$ cat src/tzr_pkg.sv
// Shared types and constants for the triangle z-buffer rasterizer.
`default_nettype none
package tzr_pkg;

    typedef enum logic [1:0] {
        OP_CLEAR = 2'd0,
        OP_DRAW  = 2'd1,
        OP_READ  = 2'd2,
        OP_NONE  = 2'd3
    } t_op;

    typedef enum logic [1:0] {
        REG_WIDTH  = 2'd0,
        REG_HEIGHT = 2'd1,
        REG_FAR    = 2'd2,
        REG_NONE   = 2'd3
    } t_reg_idx;

    typedef enum logic [3:0] {
        ST_IDLE,
        ST_CLEAR,
        ST_READ,
        ST_READ_WAIT,
        ST_RECIP,
        ST_BOX,
        ST_SETUP,
        ST_ORIENT,
        ST_PIXEL,
        ST_WEIGHT,
        ST_SUM,
        ST_DEPTH,
        ST_WRITE,
        ST_NEXT,
        ST_DONE
    } t_state;

    typedef struct packed {
        logic [1:0]         op;
        logic signed [15:0] vx0;
        logic signed [15:0] vy0;
        logic [23:0]        vd0;
        logic signed [15:0] vx1;
        logic signed [15:0] vy1;
        logic [23:0]        vd1;
        logic signed [15:0] vx2;
        logic signed [15:0] vy2;
        logic [23:0]        vd2;
        logic [7:0]         read_col;
        logic [7:0]         read_row;
    } t_in_req;

    typedef struct packed {
        logic [23:0] read_depth;
        logic [16:0] covered_pixels;
    } t_out_rsp;

    typedef struct packed {
        logic        start;
        logic [63:0] num;
        logic [63:0] den;
    } t_div_req;

    typedef struct packed {
        logic        busy;
        logic        done;
        logic [63:0] quot;
    } t_div_rsp;

    localparam logic [16:0] COUNT_MAX = 17'h1FFFF;
    localparam logic [63:0] RECIP_NUM = 64'h0000_0100_0000_0000;
    localparam logic [63:0] DEPTH_NUM = 64'h0100_0000_0000_0000;
    localparam logic [2:0]  MUL_STEPS = 3'd6;
    localparam logic [2:0]  LAST_VTX  = 3'd2;

endpackage
`default_nettype wire

$ cat src/tzr_div.sv
// Restoring radix-2 divider, 64-bit dividend and divisor, one bit per cycle.
`default_nettype none
module tzr_div (
    input  wire logic              i_clk,
    input  wire logic              i_rst_n,
    input  wire tzr_pkg::t_div_req i_req,
    output tzr_pkg::t_div_rsp      o_rsp
);
    import tzr_pkg::*;

    logic [63:0] r_num;
    logic [63:0] r_rem;
    logic [63:0] r_den;
    logic [6:0]  r_cnt;
    logic        r_busy;
    logic        r_done;
    logic [64:0] rem_sh;
    logic        q_bit;

    // dividend shifts out the top while quotient bits shift in at the bottom
    assign rem_sh = {r_rem, r_num[63]};
    assign q_bit  = (rem_sh >= {1'b0, r_den});

    always_ff @(posedge i_clk) begin
        if (!i_rst_n) begin
            r_busy <= 1'b0;
            r_done <= 1'b0;
            r_cnt  <= '0;
        end else begin
            r_done <= 1'b0;
            if (i_req.start && !r_busy) begin
                r_busy <= 1'b1;
                r_cnt  <= 7'd64;
            end else if (r_busy) begin
                r_cnt <= r_cnt - 7'd1;
                if (r_cnt == 7'd1) begin
                    r_busy <= 1'b0;
                    r_done <= 1'b1;
                end
            end
        end
    end

    always_ff @(posedge i_clk) begin
        if (i_req.start && !r_busy) begin
            r_num <= i_req.num;
            r_den <= i_req.den;
            r_rem <= '0;
        end else if (r_busy) begin
            r_rem <= q_bit ? 64'(rem_sh - {1'b0, r_den}) : rem_sh[63:0];
            r_num <= {r_num[62:0], q_bit};
        end
    end

    assign o_rsp.busy = r_busy;
    assign o_rsp.done = r_done;
    assign o_rsp.quot = r_num;
endmodule
`default_nettype wire

$ cat config.mk
export PLATFORM = sky130hd
export DESIGN_NAME = tzr_div
export DESIGN_NICKNAME = d
export VERILOG_FILES = /design/src/tzr_pkg.sv /design/src/tzr_div.sv
export SDC_FILE = /design/constraint.sdc
export NUM_CORES = 1
export LEC_CHECK = 0
export ABC_CLOCK_PERIOD_IN_PS = 6300
export BUFFER_PORTS_ARGS = -buffer_cell sky130_fd_sc_hd__buf_2
export CORE_MARGIN = 10
export CORE_UTILIZATION = 57
export DETAILED_ROUTE_END_ITERATION = 10
export PLACE_DENSITY = 0.81
export SLEW_MARGIN = 20
export SYNTH_ARGS = -nofsm -noshare
export SYNTH_HDL_FRONTEND = slang
export SYNTH_SLANG_ARGS = --single-unit
$ cat constraint.sdc
create_clock -name i_clk -period 6.3 [get_ports i_clk]
set_input_delay 1.89 -clock i_clk [delete_from_list [all_inputs] [get_ports i_clk]]
set_output_delay 1.89 -clock i_clk [all_outputs]
set_load 0.02 [all_outputs]
==> impl_metrics.json, run 1 <==
{
  "post-route-period-util_pct": 68.6,
  "worstSkewPairLatency_ps": 530,
  "largest_net_degree_at_the_start_of_global_routing": 60,
  "syn_area_per_cell_um2": 9.97,
  "hold_path_depth": 2,
  "post-route-min-period_ps": 4320,
  "synth_area_leader_cell": "sky130_fd_sc_hd__edfxtp_1",
  "ant_nets": 0,
  "cts_max_level": 1,
  "arrival_time_worst_endpoint_ps": 4760,
  "buffers_from_clock_root_to_sink_at_most": 3,
  "final-max-slew-violation-count": 0,
  "grt_usage_pct": 23.4,
  "design.portCount": 197,
  "grt_pass1_wl_mm": 50.9,
  "setup_viol": 0,
  "wl_met1_mm": 12.8,
  "number_of_cell_instances_on_the_worst_register_to_register_path": 12,
  "met3WireLength_mm": 2.98,
  "via_count": 9668,
  "rd_place_congestion": 0.978,
  "critPathRequiredTime_ps": 6730,
  "r2r_slack_ps": 1980,
  "place_area_um2": 12800,
  "nNetsFinal": 1541,
  "hpwlAfterDp_mm": 23.5,
  "route.detailed.wl_per_inst_um": 19.8,
  "final_util_pct": 67.6,
  "timing.hold.ws_ps": 472,
  "syn_nets": 1377,
  "cts_root_buffer_type": "sky130_fd_sc_hd__clkbuf_16",
  "viasPerCell": 5.93,
  "synth_cells": 1179,
  "netlist-cell-type-count": 68,
  "global_route.overflow_total": 0,
  "setup.worst_path.class": "flip-flop to flip-flop",
  "endpoint_kind": "flip-flop",
  "synth_cell_area_um2": 11800,
  "normalized_max_slew_margin_pct": 34.2,
  "area.growth.synth_to_final_pct": 16.4,
  "wl_met2_mm": 15.4,
  "yosys_most_used_dff": "sky130_fd_sc_hd__edfxtp_1",
  "outcome": "completed",
  "power-per-cell-area_nw_per_um2": 456,
  "clkSinkCount": 201,
  "floorplan.die.height_um": 164,
  "n_antenna_cell": 0,
  "dieArea_um2": 26800,
  "drv.max_cap_violation_count": 0,
  "std_cell_rows": 52,
  "postCtsSetupBuffers": 0,
  "postSynth.asyncResetShare_pct": 0,
  "cts_resized": 0,
  "synth_largest_type_area_fraction_pct": 32.7,
  "hold_crit_path_type": "flip-flop to flip-flop",
  "leakage_nw": 5.86,
  "cts_tree": "built",
  "worst-path-max-fanout": 29,
  "first_global_vias": 9776,
  "layout-drive-gt1-share_pct": 23.8,
  "highest-signal-layer": "met5",
  "cts.hold.buffers_added": 0,
  "synthTopCellsByArea": "sky130_fd_sc_hd__edfxtp_1 33%, sky130_fd_sc_hd__dfxtp_1 12%, sky130_fd_sc_hd__ha_1 7.0%",
  "drt_pass1_iterations": 5,
  "yosys.cell_count.top_type": "sky130_fd_sc_hd__edfxtp_1",
  "drtIter0Drc": 643,
  "ys.warnings.count": 0,
  "final_total_negative_setup_slack_ps": 0,
  "irDropWorstVdd_uv": 363,
  "worst_setup_path_start_kind": "flip-flop",
  "worst_setup_hold_path_clk_slew_ps": 60,
  "io_buffers": 196,
  "core_um2": 20200,
  "grt_setup_unrepaired": "no",
  "synth-seq-cells": 201,
  "antenna_found_initial": 5,
  "finalHoldViolCount": 0,
  "routed_wirelength_mm": 32.3,
  "fin_worst_skew_ps": 17.3,
  "worst_slew_pin_slew_ps": 984,
  "fmaxAchievable_mhz": 231,
  "synth.top_cells.by_count": "128 x sky130_fd_sc_hd__edfxtp_1, 125 x sky130_fd_sc_hd__nand2_1, 86 x sky130_fd_sc_hd__a21oi_1",
  "starting_utilization_of_the_core_area_pct": 58.1,
  "cts_buffer_count": 23,
  "remaining_drc_errors": 0,
  "synth_sequential_area_ratio_pct": 45.1,
  "final_cell_area_um2": 13700,
  "die_w_um": 164,
  "synth_edf_count": 128
}
==> through the flow <==
stage	setup WS, ps	instances	total power [mW]
6_report	1980	1630	6.23
5_1_grt	1720	1630	6.61
4_1_cts	1960	1630	6.22
3_5_place_dp	2020	1588	4.70
3_3_place_gp	2230	1588	4.64
2_1_floorplan	1110	1179	4.15
==> critical path, stage by stage (launching register included) <==
cell and delay (ps):
sky130_fd_sc_hd__edfxtp_1 380, sky130_fd_sc_hd__inv_1 50, sky130_fd_sc_hd__ha_1 280, sky130_fd_sc_hd__nor2b_1 190, sky130_fd_sc_hd__o2111ai_1 150, sky130_fd_sc_hd__a211o_1 310, sky130_fd_sc_hd__a31oi_2 270, sky130_fd_sc_hd__nand4_2 200
sky130_fd_sc_hd__a2111oi_2 440, sky130_fd_sc_hd__o211ai_2 210, sky130_fd_sc_hd__nand2_2 750, sky130_fd_sc_hd__nand2_1 660, sky130_fd_sc_hd__o21ai_0 340
==> path summary, 6_finish.rpt <==
check,start,to
max,r_den[1],r_rem[36]
max reg2reg,r_den[1],r_rem[36]
min reg2reg,r_rem[60],r_rem[60]
min,r_rem[60],r_rem[60]
==> logic make-up (layout without fill, tap and decap cells) <==
| logic type | Yosys count | in the layout | synth area share, % |
|---|---|---|---|
| AOI/OAI and AO/OA | 315 | 315 | 16.6 |
| and+or+nand+nor | 281 | 281 | 11.4 |
| DFF | 201 | 201 | 45.1 |
| buffers and inverters | 147 | 328 | 5.31 |
| muxes | 104 | 104 | 9.54 |
| adders and majority gates | 67 | 67 | 7.20 |
| xor gates and xnor gates | 64 | 64 | 4.77 |
==> area by class of cell <==
type / count / area (µm²)
clock buffer: 30 / 643
timing repair buffer: 204 / 1040
sequential: 201 / 5310
clock inverter: 12 / 205
multi-input combinational: 831 / 5840
fill: 1542 / 6560
inverter: 82 / 308
tap: 270 / 338
==> layout by cell type (no fill, tap or decap), types with 5 or more instances in the layout <==
cell type	count
sky130_fd_sc_hd__nand4_1	27
sky130_fd_sc_hd__o21a_1	9
sky130_fd_sc_hd__nand3_1	19
sky130_fd_sc_hd__and2_1	7
sky130_fd_sc_hd__and3_1	6
sky130_fd_sc_hd__nor4_1	7
sky130_fd_sc_hd__mux2_2	64
sky130_fd_sc_hd__a21o_1	26
sky130_fd_sc_hd__xor2_1	29
sky130_fd_sc_hd__nor2_1	51
sky130_fd_sc_hd__buf_2	196
sky130_fd_sc_hd__buf_4	8
sky130_fd_sc_hd__clkbuf_16	24
sky130_fd_sc_hd__o21ai_0	83
sky130_fd_sc_hd__o21ai_1	19
sky130_fd_sc_hd__ha_1	66
sky130_fd_sc_hd__o31ai_1	7
sky130_fd_sc_hd__a32oi_1	18
sky130_fd_sc_hd__mux2i_1	40
sky130_fd_sc_hd__o211ai_1	5
sky130_fd_sc_hd__nand2_1	124
sky130_fd_sc_hd__a31oi_1	14
sky130_fd_sc_hd__xnor2_1	35
sky130_fd_sc_hd__o21bai_1	14
sky130_fd_sc_hd__bufinv_16	5
sky130_fd_sc_hd__inv_1	80
sky130_fd_sc_hd__edfxtp_1	128
sky130_fd_sc_hd__dfxtp_1	73
sky130_fd_sc_hd__a211oi_1	7
sky130_fd_sc_hd__a21oi_1	86
==> flip-flops by register name, summed over array words and instances, names as in the netlist <==
| register | cells |
|---|---|
| r_num | 64 |
| r_rem | 64 |
| r_busy | 1 |
| r_den | 64 |
| r_done | 1 |
| r_cnt | 7 |
==> per-layer routing <==
metal,GRT usage [%],vias up
met4,7.27,8
met5,0,-
met3,7.20,87
met1,28.2,4550
met2,39.2,397
li1,-,4626
==> power breakdown <==
group / switching, mW / leakage, nW / internal, mW / total, mW
combinational: 1.72 / 3.60 / 1.12 / 2.83
sequential: 0.204 / 1.85 / 1.70 / 1.91
clock: 0.559 / 0.413 / 0.932 / 1.49
Power figures use the tool's default switching activity.
==> run 2, diff against run 1 <==
Settings changed: ABC_CLOCK_PERIOD_IN_PS 6300 to 3700, CORE_UTILIZATION 57 to 52, PLACE_DENSITY 0.81 to 0.78.
Clock period 6.3 ns to 3.7 ns, I/O delays scaled along.
==> run 2 against run 1 <==
Sequential share of layout area decreased by 0.13 points. Non-clock buffer count rose by 6. Global-route usage decreased by 2.5 points. Combinational power up 70%. Worst setup slack lost 1700 ps. Hold slack lost 4.6 ps. Final cell count rose by 1.0%. Routed wire length is 3.4% lower. Via count shrank 1.0%. Cell area up 0.34%. Count of clock-buffer cells in the layout grew 4. Critical path type unchanged.
==> impl_metrics.json, run 2 (synthesis gave the netlist of run 1 again) <==
{
  "layout.cells.most_common": "sky130_fd_sc_hd__buf_2",
  "arrival_time_worst_endpoint_ps": 3910,
  "outcome": "completed",
  "fmaxAchievable_mhz": 290,
  "dieArea_um2": 29000,
  "rd_place_congestion": 0.973,
  "endpoint_kind": "flip-flop",
  "post-route-period-util_pct": 93.3,
  "fillCellCount": 1834,
  "starting_utilization_of_the_core_area_pct": 53.3,
  "drv.max_cap_violation_count": 0,
  "critPathRequiredTime_ps": 4160,
  "worstPathCellList": "inv_1 -> ha_1 -> nand2_4 -> nor4_4 -> nand4_1 -> or4_1 -> nor4_1 -> or3_1 -> a21oi_2 -> and2_4 -> or4_1 -> nand3_1",
  "routed_wirelength_mm": 31.2,
  "switch_share_pct": 40.0,
  "irDropWorstVdd_uv": 454,
  "cts_max_level": 1,
  "setup_viol": 0,
  "ant_nets": 0,
  "cts_tree": "built",
  "grt_pass1_wl_mm": 49.8,
  "global_route.overflow_total": 0,
  "grt_setup_unrepaired": "no",
  "floorplan.die.height_um": 170,
  "sequentialPowerShare_pct": 31.2,
  "share_comb_of_total_power_pct": 46.2,
  "postCtsSetupBuffers": 0,
  "cts_buffer_count": 23,
  "worstSkewPairLatency_ps": 530,
  "worst-path-max-fanout": 26,
  "p_clk_share_pct": 22.5,
  "crit_path_top_delay_cell": "sky130_fd_sc_hd__or4_1",
  "hold_crit_path_type": "flip-flop to flip-flop",
  "cts_root_buffer_type": "sky130_fd_sc_hd__clkbuf_16",
  "layout-drive-gt1-share_pct": 24.2,
  "worst_setup_hold_path_clk_slew_ps": 60,
  "die_w_um": 170,
  "design.portCount": 197,
  "clkSinkCount": 201,
  "setup.worst_path.class": "flip-flop to flip-flop",
  "multi_input_combinational_cell_area_um2": 5840,
  "first_global_vias": 9593,
  "normalized_max_slew_margin_pct": 48.4,
  "antenna_found_initial": 2,
  "io_buffers": 196,
  "number_of_cell_instances_on_the_worst_register_to_register_path": 12,
  "path_common_cell": "sky130_fd_sc_hd__or4_1",
  "worst_slew_pin_slew_ps": 766,
  "timing.hold.ws_ps": 467,
  "post-route-min-period_ps": 3450,
  "viasPerCell": 5.81,
  "final-max-slew-violation-count": 0,
  "nNetsFinal": 1547,
  "via_count": 9567,
  "largest_net_degree_at_the_start_of_global_routing": 70,
  "switching_power_mw": 4.17,
  "core_um2": 22000,
  "cts.hold.buffers_added": 0,
  "internal_power_of_the_cells_mw": 6.26,
  "critical-path-max-stage-delay_ps": 550,
  "power-per-cell-area_nw_per_um2": 760,
  "std_cell_rows": 54,
  "route.detailed.wl_per_inst_um": 18.9,
  "largest_registers": "r_den x64, r_num x64, r_rem x64",
  "hold_path_depth": 2,
  "cts_resized": 0,
  "buffers_from_clock_root_to_sink_at_most": 3,
  "fin_worst_skew_ps": 10.2,
  "hpwlAfterDp_mm": 23.3,
  "worst_setup_path_start_kind": "flip-flop",
  "grt_usage_pct": 20.9,
  "remaining_drc_errors": 0,
  "register_area_um2": 5310,
  "finalHoldViolCount": 0,
  "drt_pass1_iterations": 5,
  "drtIter0Drc": 875,
  "area.growth.synth_to_final_pct": 16.8,
  "leakage_nw": 5.88,
  "most-common-layout-cells": "196 x sky130_fd_sc_hd__buf_2, 128 x sky130_fd_sc_hd__edfxtp_1, 124 x sky130_fd_sc_hd__nand2_1, 86 x sky130_fd_sc_hd__a21oi_1, 83 x sky130_fd_sc_hd__o21ai_0",
  "final_total_negative_setup_slack_ps": 0
}
## run 2: changes by cell type in the layout (fill, tap and decap cells not counted), sizes merged
cell and change:
clkbuf +4, diode +1, bufinv -4, buf +6
## run 2: power by group through the flow
stage                     Combinational, mW  Clock [mW]  Sequential [mW]
after floorplan                        3.73           0             3.34
after global placement                 4.67           0             3.27
after detailed placement               4.74           0             3.29
after CTS                              4.77        2.41             3.25
after global routing                   5.31        2.49             3.32
final                                  4.82        2.35             3.26
## run 2: worst paths after layout
check                            endpoint       from  slack, ps
worst max-delay path            r_rem[55]  r_den[42]        250
worst min-delay path            r_rem[17]  r_rem[17]        470
worst max register to register  r_rem[55]  r_den[42]        250
worst min register to register  r_rem[17]  r_rem[17]        470
## run 2: cell type report
| type | count | area share [%] |
|---|---|---|
| diodes | 1 | 0.0182 |
| multi-input cells | 831 | 42.5 |
| flip-flops and latches | 201 | 38.7 |
| clock inverters | 8 | 0.629 |
| repair buffers | 210 | 8.19 |
| clock buffers | 34 | 5.18 |
| inverters | 82 | 2.24 |
| well taps | 280 | 2.55 |
## run 2: through the flow
stage | power (mW) | cell area, µm² | instances | utilization (%) | setup WS (ps)
after floorplan | 7.07 | 11800 | 1179 | - | 239
after global placement | 7.94 | 12900 | 1604 | 58.7 | 389
after detailed placement | 8.02 | 12900 | 1604 | 58.7 | 303
after CTS | 10.4 | 13700 | 1646 | 62.3 | 293
after global routing | 11.1 | 13700 | 1646 | 62.3 | 19.1
final | 10.4 | 13700 | 1647 | 62.3 | 250
## run 2: metal layers
metal | wire length, µm | GRT usage, % | share of wire (%) | vias to the layer above
li1 | - | - | - | 4648
met2 | 14600 | 34.0 | 47 | 359
met5 | 11 | 0 | 0.035 | -
met1 | 12900 | 26.1 | 41 | 4503
met4 | 626 | 5.34 | 2.0 | 2
met3 | 3080 | 7.33 | 9.9 | 55
## run 2: critical path, delay by kind of cell (launching register included)
kind / cells / cell delay (ps)
flip-flops: 1 / 330
AND/OR/NAND/NOR: 9 / 2430
adder cells (fa/ha/maj): 1 / 490
buffers and inverters: 1 / 50
AO/OA/AOI/OAI: 1 / 70
